<file path="src/sv/ttc_pkg.sv">
// Package for the transcript text cleaner: sizes, character codes, helper functions and types.
`timescale 1ns / 1ps
`default_nettype none

package ttc_pkg;

    // Held word storage
    localparam int WORD_MAX = 32;
    localparam int IDX_W    = (WORD_MAX > 1) ? $clog2(WORD_MAX) : 1;
    localparam int CNT_W    = $clog2(WORD_MAX + 1);

    // Character codes
    localparam logic [7:0] CH_COLON  = 8'h3A;
    localparam logic [7:0] CH_SEMI   = 8'h3B;
    localparam logic [7:0] CH_QUERY  = 8'h3F;
    localparam logic [7:0] CH_BANG   = 8'h21;
    localparam logic [7:0] CH_LF     = 8'h0A;
    localparam logic [7:0] CH_COMMA  = 8'h2C;
    localparam logic [7:0] CH_BSLASH = 8'h5C;
    localparam logic [7:0] CH_SLASH  = 8'h2F;
    localparam logic [7:0] CH_HASH   = 8'h23;
    localparam logic [7:0] CH_HYPHEN = 8'h2D;
    localparam logic [7:0] CH_SPACE  = 8'h20;
    localparam logic [7:0] CH_TAB    = 8'h09;
    localparam logic [7:0] CH_CR     = 8'h0D;
    localparam logic [7:0] CH_LOW_A  = 8'h61;
    localparam logic [7:0] CH_LOW_Z  = 8'h7A;
    localparam logic [7:0] CASE_OFS  = 8'h20;

    // Annotation skipping mode
    typedef enum logic [1:0] {
        SKIP_NONE  = 2'd0,
        SKIP_SLASH = 2'd1,
        SKIP_HASH  = 2'd2
    } skip_mode_t;

    // Main operation left for the sequencer after a byte is taken
    typedef enum logic [1:0] {
        OP_NONE  = 2'd0,
        OP_PUSH  = 2'd1,
        OP_SPACE = 2'd2,
        OP_EOL   = 2'd3
    } op_kind_t;

    // Sequencer states
    typedef enum logic [5:0] {
        ST_IDLE    = 6'b000001,
        ST_STEP    = 6'b000010,
        ST_FL_SEP  = 6'b000100,
        ST_FL_RD   = 6'b001000,
        ST_FL_EMIT = 6'b010000,
        ST_TERM    = 6'b100000
    } state_t;

    // Tab, LF, VT, FF, CR and space
    function automatic logic is_ws(input logic [7:0] c);
        return (c == CH_SPACE) || ((c >= CH_TAB) && (c <= CH_CR));
    endfunction

    function automatic logic [7:0] to_upper(input logic [7:0] c);
        return ((c >= CH_LOW_A) && (c <= CH_LOW_Z)) ? (c - CASE_OFS) : c;
    endfunction

endpackage

`default_nettype wire

</file>
<file path="src/sv/transcript_text_cleaner_unit.sv">
// Transcript text cleaner: byte stream in, cleaned byte stream out, one line per terminator.
// A byte that releases the held word first emits the held separator, then reads and emits each
// held byte in turn (one store read, one emit).
// Throughput: one input transaction at a time; s_tready is high only while the sequencer idles.
// Reset: synchronous, active low; clears control state, the word store is not cleared.
`timescale 1ns / 1ps
`default_nettype none

module transcript_text_cleaner_unit
    import ttc_pkg::*;
(
    input  wire logic       aclk,
    input  wire logic       aresetn,
    input  wire logic       s_tvalid,
    output logic            s_tready,
    input  wire logic [7:0] s_tdata,   // [7:0] text_byte
    input  wire logic       s_tlast,   // end_of_line
    output logic            m_tvalid,
    input  wire logic       m_tready,
    output logic [7:0]      m_tdata,   // [7:0] clean_byte
    output logic            m_tlast    // line_done
);

    state_t           state_reg, state_next;
    logic             pre_reg, pre_next;
    op_kind_t         kind_reg, kind_next;
    logic [7:0]       char_reg, char_next;
    skip_mode_t       skip_reg, skip_next;
    logic             hyph_reg, hyph_next;
    logic [7:0]       sep_char_reg, sep_char_next;
    logic             sep_valid_reg, sep_valid_next;
    logic [CNT_W-1:0] count_reg, count_next;
    logic [CNT_W-1:0] fl_cnt_reg, fl_cnt_next;
    logic             out_valid_reg, out_valid_next;
    logic [7:0]       out_data_reg, out_data_next;
    logic             out_last_reg, out_last_next;

    logic [7:0]       store [WORD_MAX];
    logic [7:0]       rd_data_reg;
    logic             we;
    logic [IDX_W-1:0] waddr;
    logic [7:0]       wdata;
    logic             re;
    logic [IDX_W-1:0] raddr;

    logic             out_free;
    logic             flush_end;
    logic             word_full;
    logic [CNT_W-1:0] fl_cnt_inc;

    assign s_tready   = (state_reg == ST_IDLE);
    assign m_tvalid   = out_valid_reg;
    assign m_tdata    = out_data_reg;
    assign m_tlast    = out_last_reg;
    assign out_free   = !out_valid_reg || m_tready;
    assign word_full  = (count_reg == CNT_W'(WORD_MAX));
    assign fl_cnt_inc = fl_cnt_reg + CNT_W'(1);

    // Sequencer and store port control
    always_comb begin
        state_next     = state_reg;
        pre_next       = pre_reg;
        kind_next      = kind_reg;
        char_next      = char_reg;
        skip_next      = skip_reg;
        hyph_next      = hyph_reg;
        sep_char_next  = sep_char_reg;
        sep_valid_next = sep_valid_reg;
        count_next     = count_reg;
        fl_cnt_next    = fl_cnt_reg;
        out_valid_next = out_valid_reg && !m_tready;
        out_data_next  = out_data_reg;
        out_last_next  = out_last_reg;
        we             = 1'b0;
        waddr          = count_reg[IDX_W-1:0];
        wdata          = char_reg;
        re             = 1'b0;
        raddr          = fl_cnt_reg[IDX_W-1:0];
        flush_end      = 1'b0;

        unique case (state_reg)
            ST_IDLE: begin
                if (s_tvalid) begin
                    pre_next  = 1'b0;
                    kind_next = OP_NONE;
                    char_next = s_tdata;
                    if (s_tlast) begin
                        // End of line: a waiting hyphen is kept, then flush and terminate
                        pre_next   = hyph_reg;
                        hyph_next  = 1'b0;
                        skip_next  = SKIP_NONE;
                        kind_next  = OP_EOL;
                        state_next = ST_STEP;
                    end else if (skip_reg != SKIP_NONE) begin
                        // Inside an annotation: watch for the closing delimiter only
                        if ((skip_reg == SKIP_SLASH && s_tdata == CH_SLASH) ||
                            (skip_reg == SKIP_HASH && s_tdata == CH_HASH)) begin
                            skip_next = SKIP_NONE;
                        end
                    end else begin
                        // Resolve a waiting hyphen: delete the held word or keep the hyphen
                        if (hyph_reg) begin
                            hyph_next = 1'b0;
                            if (is_ws(s_tdata)) begin
                                count_next     = '0;
                                sep_char_next  = CH_SPACE;
                                sep_valid_next = 1'b1;
                            end else begin
                                pre_next = 1'b1;
                            end
                        end
                        // Classify the byte
                        priority if (s_tdata == CH_COLON || s_tdata == CH_SEMI ||
                                     s_tdata == CH_QUERY || s_tdata == CH_BANG ||
                                     s_tdata == CH_LF) begin
                            kind_next = OP_NONE;
                        end else if (s_tdata == CH_COMMA || s_tdata == CH_BSLASH) begin
                            kind_next = OP_SPACE;
                            char_next = CH_SPACE;
                        end else if (s_tdata == CH_SLASH) begin
                            skip_next = SKIP_SLASH;
                        end else if (s_tdata == CH_HASH) begin
                            skip_next = SKIP_HASH;
                        end else if (s_tdata == CH_HYPHEN) begin
                            hyph_next = 1'b1;
                        end else if (is_ws(s_tdata)) begin
                            kind_next = OP_SPACE;
                        end else begin
                            kind_next = OP_PUSH;
                            char_next = to_upper(s_tdata);
                        end
                        if ((hyph_reg && !is_ws(s_tdata)) ||
                            s_tdata == CH_COMMA || s_tdata == CH_BSLASH ||
                            (s_tdata != CH_COLON && s_tdata != CH_SEMI &&
                             s_tdata != CH_QUERY && s_tdata != CH_BANG &&
                             s_tdata != CH_SLASH && s_tdata != CH_HASH &&
                             s_tdata != CH_HYPHEN)) begin
                            state_next = ST_STEP;
                        end
                    end
                end
            end

            ST_STEP: begin
                if (pre_reg) begin
                    // Append the kept hyphen, flushing first when the store is full
                    if (word_full) begin
                        state_next = ST_FL_SEP;
                    end else begin
                        we         = 1'b1;
                        wdata      = CH_HYPHEN;
                        count_next = count_reg + CNT_W'(1);
                        pre_next   = 1'b0;
                    end
                end else begin
                    unique case (kind_reg)
                        OP_NONE: begin
                            state_next = ST_IDLE;
                        end
                        OP_PUSH: begin
                            if (word_full) begin
                                state_next = ST_FL_SEP;
                            end else begin
                                we         = 1'b1;
                                count_next = count_reg + CNT_W'(1);
                                kind_next  = OP_NONE;
                                state_next = ST_IDLE;
                            end
                        end
                        OP_SPACE, OP_EOL: begin
                            state_next = ST_FL_SEP;
                        end
                        default: begin
                            state_next = ST_IDLE;
                        end
                    endcase
                end
            end

            ST_FL_SEP: begin
                // Emit the held separator, then walk the held word
                if (!sep_valid_reg || out_free) begin
                    if (sep_valid_reg) begin
                        out_valid_next = 1'b1;
                        out_data_next  = sep_char_reg;
                        out_last_next  = 1'b0;
                        sep_valid_next = 1'b0;
                    end
                    if (count_reg == '0) begin
                        flush_end = 1'b1;
                    end else begin
                        fl_cnt_next = '0;
                        state_next  = ST_FL_RD;
                    end
                end
            end

            ST_FL_RD: begin
                re         = 1'b1;
                state_next = ST_FL_EMIT;
            end

            ST_FL_EMIT: begin
                if (out_free) begin
                    out_valid_next = 1'b1;
                    out_data_next  = rd_data_reg;
                    out_last_next  = 1'b0;
                    fl_cnt_next    = fl_cnt_inc;
                    if (fl_cnt_inc == count_reg) begin
                        flush_end = 1'b1;
                    end else begin
                        state_next = ST_FL_RD;
                    end
                end
            end

            ST_TERM: begin
                if (out_free) begin
                    out_valid_next = 1'b1;
                    out_data_next  = '0;
                    out_last_next  = 1'b1;
                    state_next     = ST_IDLE;
                end
            end

            default: begin
                state_next = ST_IDLE;
            end
        endcase

        // Finish a flush and continue with the operation that asked for it
        if (flush_end) begin
            count_next = '0;
            if (pre_reg) begin
                state_next = ST_STEP;
            end else begin
                unique case (kind_reg)
                    OP_PUSH: begin
                        state_next = ST_STEP;
                    end
                    OP_SPACE: begin
                        sep_char_next  = char_reg;
                        sep_valid_next = 1'b1;
                        kind_next      = OP_NONE;
                        state_next     = ST_IDLE;
                    end
                    OP_EOL: begin
                        kind_next  = OP_NONE;
                        state_next = ST_TERM;
                    end
                    default: begin
                        state_next = ST_IDLE;
                    end
                endcase
            end
        end
    end

    // Control state
    always_ff @(posedge aclk) begin
        if (!aresetn) begin
            state_reg     <= ST_IDLE;
            pre_reg       <= 1'b0;
            kind_reg      <= OP_NONE;
            skip_reg      <= SKIP_NONE;
            hyph_reg      <= 1'b0;
            sep_valid_reg <= 1'b0;
            count_reg     <= '0;
            out_valid_reg <= 1'b0;
        end else begin
            state_reg     <= state_next;
            pre_reg       <= pre_next;
            kind_reg      <= kind_next;
            skip_reg      <= skip_next;
            hyph_reg      <= hyph_next;
            sep_valid_reg <= sep_valid_next;
            count_reg     <= count_next;
            out_valid_reg <= out_valid_next;
        end
    end

    // Payload registers
    always_ff @(posedge aclk) begin
        char_reg     <= char_next;
        sep_char_reg <= sep_char_next;
        fl_cnt_reg   <= fl_cnt_next;
        out_data_reg <= out_data_next;
        out_last_reg <= out_last_next;
    end

    // Word store: one write and one registered read port
    always_ff @(posedge aclk) begin
        if (we) begin
            store[waddr] <= wdata;
        end
        if (re) begin
            rd_data_reg <= store[raddr];
        end
    end

endmodule

`default_nettype wire

</file>
<file path="config.mk">
export PLATFORM = sky130hd
export DESIGN_NAME = transcript_text_cleaner_unit
export DESIGN_NICKNAME = d
export VERILOG_FILES = /design/src/sv/ttc_pkg.sv /design/src/sv/transcript_text_cleaner_unit.sv
export SDC_FILE = /design/constraint.sdc
export NUM_CORES = 1
export LEC_CHECK = 0
export BUFFER_PORTS_ARGS = -buffer_cell sky130_fd_sc_hd__buf_2
export CAP_MARGIN = 25
export CORE_ASPECT_RATIO = 0.9
export CORE_MARGIN = 2
export CORE_UTILIZATION = 67
export DETAILED_ROUTE_END_ITERATION = 12
export PLACE_DENSITY = 0.82
export SYNTH_ARGS = -nofsm -noshare
export SYNTH_HDL_FRONTEND = slang
export SYNTH_SLANG_ARGS = --single-unit
</file>
<file path="constraint.sdc">
create_clock -name aclk -period 5.9 [get_ports aclk]
set_input_delay 1.18 -clock aclk [delete_from_list [all_inputs] [get_ports aclk]]
set_output_delay 1.18 -clock aclk [all_outputs]
set_load 0.01 [all_outputs]
</file>
; After elaboration in Yosys (flattened, before gate mapping)
; Memory sizes are Yosys's and may differ from the RTL's. A register that Yosys moved wholly into a read port is not among the register bits.
; Cells that the tools add are included.
[word_totals]
memories = 1
output_inout_bits = 11
ram_bits = 256
word_cells = 248
regBits = 51
[op_classes]
order_cmp = 4
n_reduce_logical = 46
eq_ne = 55
bitwise_logic = 1
addsub = 3
mux = 125
[memory_table]
columns = name, words, word_bits, rd, rd_clocked_by_memory_dff, write_ports, line_no
row1 = store, 32, 8, 1, 1, 1, transcript_text_cleaner_unit.sv:38  ; logic [7:0] store [WORD_MAX];
[ops]
columns = cell, n
row1 = 8-bit two-way mux, 25
row2 = 6-bit two-way mux, 24
row3 = 8-bit by 6-bit == test with 1-bit output (second input constant), 9
row4 = 8-bit by 6-bit inequality test with 1-bit output (second input constant), 7
row5 = 2-bit two-way mux, 22
row6 = 1-bit two-way mux, 41
row7 = 6-bit case mux with 2 select lines, 3
row8 = 6-bit case mux with 6 select lines, 1
row9 = 3-bit inequality test (second input constant), 8
row10 = 8-bit case mux with 3 select lines, 1
row11 = 2-bit inequality test (second input constant), 9
row12 = 6-bit case mux with 3 select lines, 1
row13 = 6-bit by 1-bit adder with 6-bit output (second input constant), 2
row14 = 6-bit == test (second input constant), 2
row15 = 1-bit logical AND, 12
row16 = 1-bit logical OR, 12
row17 = 9-bit AND reduction, 1
row18 = 8-bit by 4-bit == test with 1-bit output (second input constant), 1
row19 = 8-bit by 7-bit == test with 1-bit output (second input constant), 1
row20 = 8-bit by 4-bit >= comparator with 1-bit output (second input constant), 1
row21 = 8-bit by 7-bit >= comparator with 1-bit output (second input constant), 1
row22 = 8-bit by 4-bit <= comparator with 1-bit output (second input constant), 1
row23 = 8-bit by 7-bit <= comparator with 1-bit output (second input constant), 1
row24 = 4-bit inequality test (second input constant), 2
row25 = 30 further kinds, 46

; Logic depth before layout (Yosys ltp)
; Gate-level depths: netlist of the first run.
[logic_depth]
word_depth = 16
mapped_depth = 9
ltp_nobuf = 8

; Worst setup path after synthesis of the first run
; No wires, ideal clock.
[synth_path]
path_kind = input-to-reg
start = input s_tdata[2]
end = register char_reg[5] (data pin)
required_time_ns = 5.625
path_stages = 7
arrival_ns = 2.690
path_slack_ns = 2.935
n_path_buf = 1
setup_time_ns = 0.275
cell_sequence = buf_2 > inv_1 > o211a_1 > nor3_1 > nand2_1 > a2111oi_1 > o22ai_1
[synth_between]
elab_chain_cells = 11
elab_cells_between_ends = 33
[synth_lines]
columns = element, line_no
row1 = start: declaration, transcript_text_cleaner_unit.sv:16  ; input wire logic [7:0] s_tdata,
row2 = 8-bit by 7-bit >= comparator with 1-bit output (tied with other cells), ttc_pkg.sv:61  ; return ((c >= CH_LOW_A) && (c <= CH_LOW_Z)) ? (c - CASE_OFS) : c;
row3 = 1-bit logical AND (on tied branches), "ttc_pkg.sv:61, ttc_pkg.sv:57"
row4 = 8-bit two-way mux or 1-bit logical OR (tied branches), "ttc_pkg.sv:61, ttc_pkg.sv:57"
row5 = 8-bit two-way mux, transcript_text_cleaner_unit.sv:126  ; end else if (is_ws(s_tdata)) begin
row6 = 8-bit two-way mux, transcript_text_cleaner_unit.sv:124  ; end else if (s_tdata == CH_HYPHEN) begin
row7 = 8-bit two-way mux, transcript_text_cleaner_unit.sv:122  ; end else if (s_tdata == CH_HASH) begin
row8 = 8-bit two-way mux, transcript_text_cleaner_unit.sv:120  ; end else if (s_tdata == CH_SLASH) begin
row9 = 8-bit two-way mux, transcript_text_cleaner_unit.sv:117  ; end else if (s_tdata == CH_COMMA || s_tdata == CH_BSLASH) begin
row10 = 8-bit two-way mux (*), transcript_text_cleaner_unit.sv:113  ; priority if (s_tdata == CH_COLON || s_tdata == CH_SEMI ||
row11 = 8-bit two-way mux (*), transcript_text_cleaner_unit.sv:94  ; end else if (skip_reg != SKIP_NONE) begin
row12 = 8-bit two-way mux (*), transcript_text_cleaner_unit.sv:87  ; if (s_tlast) begin
row13 = end signal: assignment, transcript_text_cleaner_unit.sv:284  ; char_reg <= char_next;
row14 = end: declaration, transcript_text_cleaner_unit.sv:27  ; logic [7:0] char_reg, char_next;
; Mark *: on every way between the ends. The rest lies on a longest branch, timed or not.
; A chain may end at the register's enable or synchronous reset.

; Worst setup path after layout of the first run
[layout_path]
start = register state_reg[3]
end = output s_tready
[layout_between]
elab_chain_cells = 1
[layout_lines]
columns = element, line_no
row1 = start: declaration, transcript_text_cleaner_unit.sv:24  ; state_t state_reg, state_next;
row2 = start signal: assignment, transcript_text_cleaner_unit.sv:271  ; state_reg <= state_next;
row3 = 6-bit by 1-bit == test with 1-bit output, transcript_text_cleaner_unit.sv:51  ; assign s_tready = (state_reg == ST_IDLE);
row4 = end: declaration, transcript_text_cleaner_unit.sv:15  ; output logic s_tready,
; Every way passes these cells.

==> results of run 1 <==
-- layout by cell type (no fill, tap or decap), types with 7 or more instances in the layout --
cell	n
nor2_1	56
xnor2_1	7
nor3_1	8
nand3_1	13
a21oi_1	11
inv_1	18
a22o_1	8
buf_2	23
and2_1	12
clkinv_2	13
edfxtp_1	287
clkbuf_16	31
mux4_2	80
nand2_1	67
ha_1	7
dfxtp_1	28
or3_1	7
buf_4	8
o21ai_0	10
nand3b_1	7
nor2b_1	12
mux2i_1	12
-- through the flow --
stage | utilization | hold WS (ns)
global placement | 0.705 | 0.454
detailed placement | 0.707 | 0.457
finish | 0.761 | 0.473
CTS | 0.757 | 0.474
floorplan | - | 0.434
global route | 0.761 | 0.494
-- worst reg2reg max path, stage by stage (launching register included) --
cell and delay, ns:
edfxtp_1 0.75, buf_4 0.71, nand3_1 0.25, xor2_1 0.22, o22ai_1 0.20, o22ai_1 0.16
nor4_2 0.33, clkbuf_4 0.31, mux2i_1 0.23
-- kinds of logic (layout without fill, tap and decap cells) --
logic type,Yosys count,after routing,share of synthesized area
compound gates,82,82,0.0466
xor+xnor,12,12,0.00789
fa+ha+maj,7,7,0.00658
buf+inv,58,113,0.0186
flops,315,315,0.689
mux,93,93,0.145
simple gates,218,218,0.0858
-- worst paths after layout --
| check | start | to | depth (start not counted) |
|---|---|---|---|
| setup / recovery | state_reg[3] | s_tready | 4 |
| hold / removal | sep_char_reg[1] | sep_char_reg[1] | 2 |
| setup reg to reg | fl_cnt_reg[1] | sep_char_reg[6] | 8 |
| hold reg to reg | sep_char_reg[1] | sep_char_reg[1] | 2 |
-- final cells by class --
cell class,instances,area [µm²],area share
inverter,20,75.1,0.00510
multi-input combinational,412,3890,0.265
sequential,315,9180,0.624
tap,250,313,0.0213
clock inverter,20,159,0.0108
timing repair buffer,37,283,0.0192
clock buffer,36,815,0.0553
-- power by group --
group          total [mW]  internal, mW  switching [mW]
sequential           2.58          2.55          0.0329
clock                1.88          1.07           0.808
combinational       0.385         0.109           0.277
total                4.85          3.73            1.12
-- metal layers --
metal | wire [µm] | GRT usage | share of wire | vias to the layer above
met2 | 14800 | 0.473 | 0.51 | 477
met4 | 520 | 0.0653 | 0.018 | 0
li1 | - | - | - | 3185
met3 | 2970 | 0.0415 | 0.10 | 52
met1 | 11000 | 0.407 | 0.38 | 3800
met5 | 0 | 0 | 0 | -
==> flow_metrics.tcl, run 1 <==
set metrics [dict create \
    drtIter0Drc 1040 \
    yosysTopAreaCell "edfxtp_1" \
    grt_use_total 0.283 \
    syn_area_per_cell_um2 17.0 \
    synth_area_leaders "edfxtp_1 (65%), mux4_2 (14%), dfxtp_1 (4.2%), nand2_1 (1.9%), nor2_1 (1.6%)" \
    fill_cells 1059 \
    cts-root-buf "clkbuf_16" \
    fmax_mhz 303 \
    grt_start_max_net_pins 54 \
    cpPeakStageDelay_ns 0.58 \
    slew_headroom 0.386 \
    start_util 0.689 \
    total_power_mw 4.85 \
    row_count 48 \
    grt_pass1_vias 7354 \
    stdcell_count 1090 \
    synth_seq_cells 315 \
    crit_required_ns 4.72 \
    r2r_slack_ns 2.65 \
    drv_slew 0 \
    path_buf_inv 2 \
    synth_edf_count 287 \
    synth_seq_area_share 0.689 \
    io_pins 24 \
    cts_max_path_buffers 3 \
    syn2layout_area_growth_pct 10.5 \
    period_needed_ns 3.30 \
    yosys-top-cells-count "edfxtp_1 (287), mux4_2 (80), nand2_1 (67)" \
    largest_register_ffs 256 \
    cp_max_fo 9 \
    via_count 7514 \
    io_buffers 23 \
    yosys.area.top_type_share 0.647 \
    fin_ws_ns 2.60 \
    synth.most_common_cell "edfxtp_1" \
    critical_path_arrival_ns 2.12 \
    ant_nets 0 \
    vdd_drop_max_mv 0.298 \
    cts.sinks 315 \
    crit_chain "nor4_4 -> nand2_1 -> inv_1 -> buf_2" \
    yosys_warnings 0 \
    async_flop_share 0 \
    fin_area_um2 14700 \
    worstSkewPairLatency_ns 0.55 \
    tightest_slew_ns 0.915 \
    hold_violations 0 \
    grt_setup_unrepaired "false" \
    cap_viol_max_count 0 \
    clk_pin_slew_worst_paths_ns 0.06 \
    drive_above_1_share 0.219 \
    antenna_found_initial 0 \
    grt_pass1_wl_um 44100 \
    wl_per_cell_um 26.8 \
    startpoint_type "flip-flop" \
    ys.flop_type "edfxtp_1" \
    core_area_um2 19300 \
    critPathKind "flip-flop to output pin" \
    setup_violations 0 \
    hpwlAfterDp_um 18500 \
    fin_nets 836 \
    htreeDepth 1 \
    grt-ovfl-total 0 \
    crit_slowest_cell "nor4_4" \
    crit_family "simple AND/OR/NAND/NOR gates" \
    cts_buffers 30 \
    setup_tns_ns 0 \
    synthDistinctLibCells 73 \
    diodes 0 \
    die_w_um 153 \
    vias_per_cell 6.89 \
    worstSetupEndpointType "output pin" \
    p_per_area_nw_per_um2 329 \
    placed_area_um2 13700 \
    gp_congestion 0.999 \
    syn_inst 785 \
    dp.cells 1030 \
    die_y_um 138 \
    synth_area_um2 13300 \
    place_ws_ns 2.26 \
    worstHoldPathType "flip-flop to flip-flop" \
    p_leak_nw 4.74 \
    skew_ns 0.0188 \
    largest_register "store" \
    wl_um 29200 \
    post-cts-setup-buffers 0 \
    ctsResizeCount 0 \
    cts_tree "done" \
    die-area_um2 21000 \
    hold_buffers 0 \
    first_pass_iters 5 \
    synth_nets 805 \
    drc 0 \
    status "complete, no violations" \
    post-route-period-util 0.559 \
]
Note: power is estimated with default switching activity, not from simulation.
==> run 2: changes to the inputs <==
--- a/config.mk
+++ b/config.mk
@@ -9,9 +9,9 @@
 export CAP_MARGIN = 25
 export CORE_ASPECT_RATIO = 0.9
 export CORE_MARGIN = 2
-export CORE_UTILIZATION = 67
+export CORE_UTILIZATION = 62
 export DETAILED_ROUTE_END_ITERATION = 12
-export PLACE_DENSITY = 0.82
+export PLACE_DENSITY = 0.77
 export SYNTH_ARGS = -nofsm -noshare
 export SYNTH_HDL_FRONTEND = slang
 export SYNTH_SLANG_ARGS = --single-unit
==> constraint.sdc (replaced) <==
create_clock -name aclk -period 3.2 [get_ports aclk]
set_input_delay 0.64 -clock aclk [delete_from_list [all_inputs] [get_ports aclk]]
set_output_delay 0.64 -clock aclk [all_outputs]
set_load 0.01 [all_outputs]
==> run 2 against run 1 <==
  * Die area is 7.8% higher
  * Critical path depth stayed put
  * Via count is 0.96% lower
  * Sequential power is 85% higher
  * Critical path type unchanged
  * Highest routed layer unchanged
==> flow_metrics.tcl, run 2 (synthesis results as in run 1) <==
set metrics [dict create \
    multi_input_area_um2 3890 \
    diodes 0 \
    grt_setup_unrepaired "false" \
    fmax_mhz 364 \
    fin_ws_ns 0.450 \
    vias_per_cell 6.41 \
    critPathKind "flip-flop to output pin" \
    gp_congestion 0.919 \
    place_ws_ns 0.511 \
    layout.cells.most_common "edfxtp_1" \
    fin_nets 876 \
    status "complete, no violations" \
    first_pass_iters 5 \
    tightest_slew_ns 0.751 \
    grt_start_max_net_pins 34 \
    grt_pass1_wl_um 43100 \
    cts-root-buf "clkbuf_16" \
    wl_per_cell_um 24.2 \
    slew_headroom 0.497 \
    worstSetupEndpointType "output pin" \
    hold_violations 0 \
    mostFrequentLayoutCells "edfxtp_1 (287), mux4_2 (80), nand2_1 (67)" \
    die_w_um 158 \
    worstHoldPathType "primary input to flip-flop" \
    row_count 50 \
    cp_max_fo 10 \
    post-route-period-util 0.859 \
    drive_above_1_share 0.245 \
    skew_ns 0.0269 \
    drtIter0Drc 860 \
    cts_max_path_buffers 3 \
    p_leak_nw 4.90 \
    setup_violations 0 \
    startpoint_type "flip-flop" \
    drv_slew 0 \
    p_per_area_nw_per_um2 581 \
    syn2layout_area_growth_pct 12.3 \
    clk_pin_slew_worst_paths_ns 0.06 \
    wl_um 28100 \
    post-cts-setup-buffers 0 \
    io_pins 24 \
    hpwlAfterDp_um 18300 \
    core_area_um2 21000 \
    crit_chain "nor4_4 -> nand2_1 -> inv_1 -> buf_2" \
    start_util 0.635 \
    critical_path_arrival_ns 2.11 \
    cap_viol_max_count 0 \
    cpPeakStageDelay_ns 0.58 \
    die_y_um 143 \
    via_count 7442 \
    crit_slowest_cell "nor4_4" \
    vdd_drop_max_mv 0.518 \
    antenna_found_initial 0 \
    die-area_um2 22700 \
    io_buffers 23 \
    largest_register_ffs 256 \
    grt_pass1_vias 7307 \
    ctsResizeCount 0 \
    cts.sinks 315 \
    seq_area_um2 9180 \
    setup_tns_ns 0 \
    worstSkewPairLatency_ns 0.56 \
    placed_area_um2 14100 \
    htreeDepth 1 \
    fin_area_um2 15000 \
    cts_buffers 30 \
    crit_required_ns 2.56 \
    grt_use_total 0.259 \
    period_needed_ns 2.75 \
    cts_tree "done" \
    grt-ovfl-total 0 \
    hold_buffers 0 \
    fill_cells 1291 \
    largest_register "store" \
    drc 0 \
    ant_nets 0 \
]
-- run 2: path summary, 6_finish.rpt --
check	endpoint	slack, ns	startpoint	depth (start not counted)
worst max register to register	kind_reg[0]	0.47	state_reg[2]	6
worst max-delay path	s_tready	0.45	state_reg[2]	4
worst min-delay path	char_reg[0]	0.41	s_tdata[0]	1
worst min register to register	sep_char_reg[1]	0.47	sep_char_reg[1]	2
-- run 2: layout make-up --
class	count	share of cell area
sequential	315	0.614
multi-input combinational	412	0.260
clock buffer	36	0.0531
timing repair buffer	77	0.0373
tap	286	0.0239
inverter	20	0.00502
clock inverter	15	0.00661
-- run 2: power by group --
group | leakage, nW | internal [mW] | switching (mW)
Combinational | 1.61 | 0.190 | 0.481
Sequential | 2.85 | 4.70 | 0.0634
Clock | 0.438 | 1.83 | 1.42
Total | 4.90 | 6.72 | 1.97
-- run 2: stage by stage --
stage	hold slack [ns]	std cells	power, mW	utilization
floorplan	0.434	785	5.23	-
global placement	0.444	1110	5.48	0.671
detailed placement	0.459	1110	5.52	0.671
CTS	0.395	1161	8.73	0.714
global route	0.405	1161	8.93	0.714
finish	0.411	1161	8.69	0.714
-- run 2: layer usage --
layer | track usage | vias up | part of all wire
met3 | 0.0361 | 52 | 0.086
met4 | 0.0654 | 0 | 0.025
met1 | 0.395 | 3768 | 0.41
met5 | 0 | - | 0
li1 | - | 3253 | -
met2 | 0.405 | 369 | 0.48
-- run 2: critical path, delay by kind of cell, from the launching register on --
family	cells	cell delay (ns)
flops	1	0.44
simple gates	2	0.88
buf+inv	2	0.24
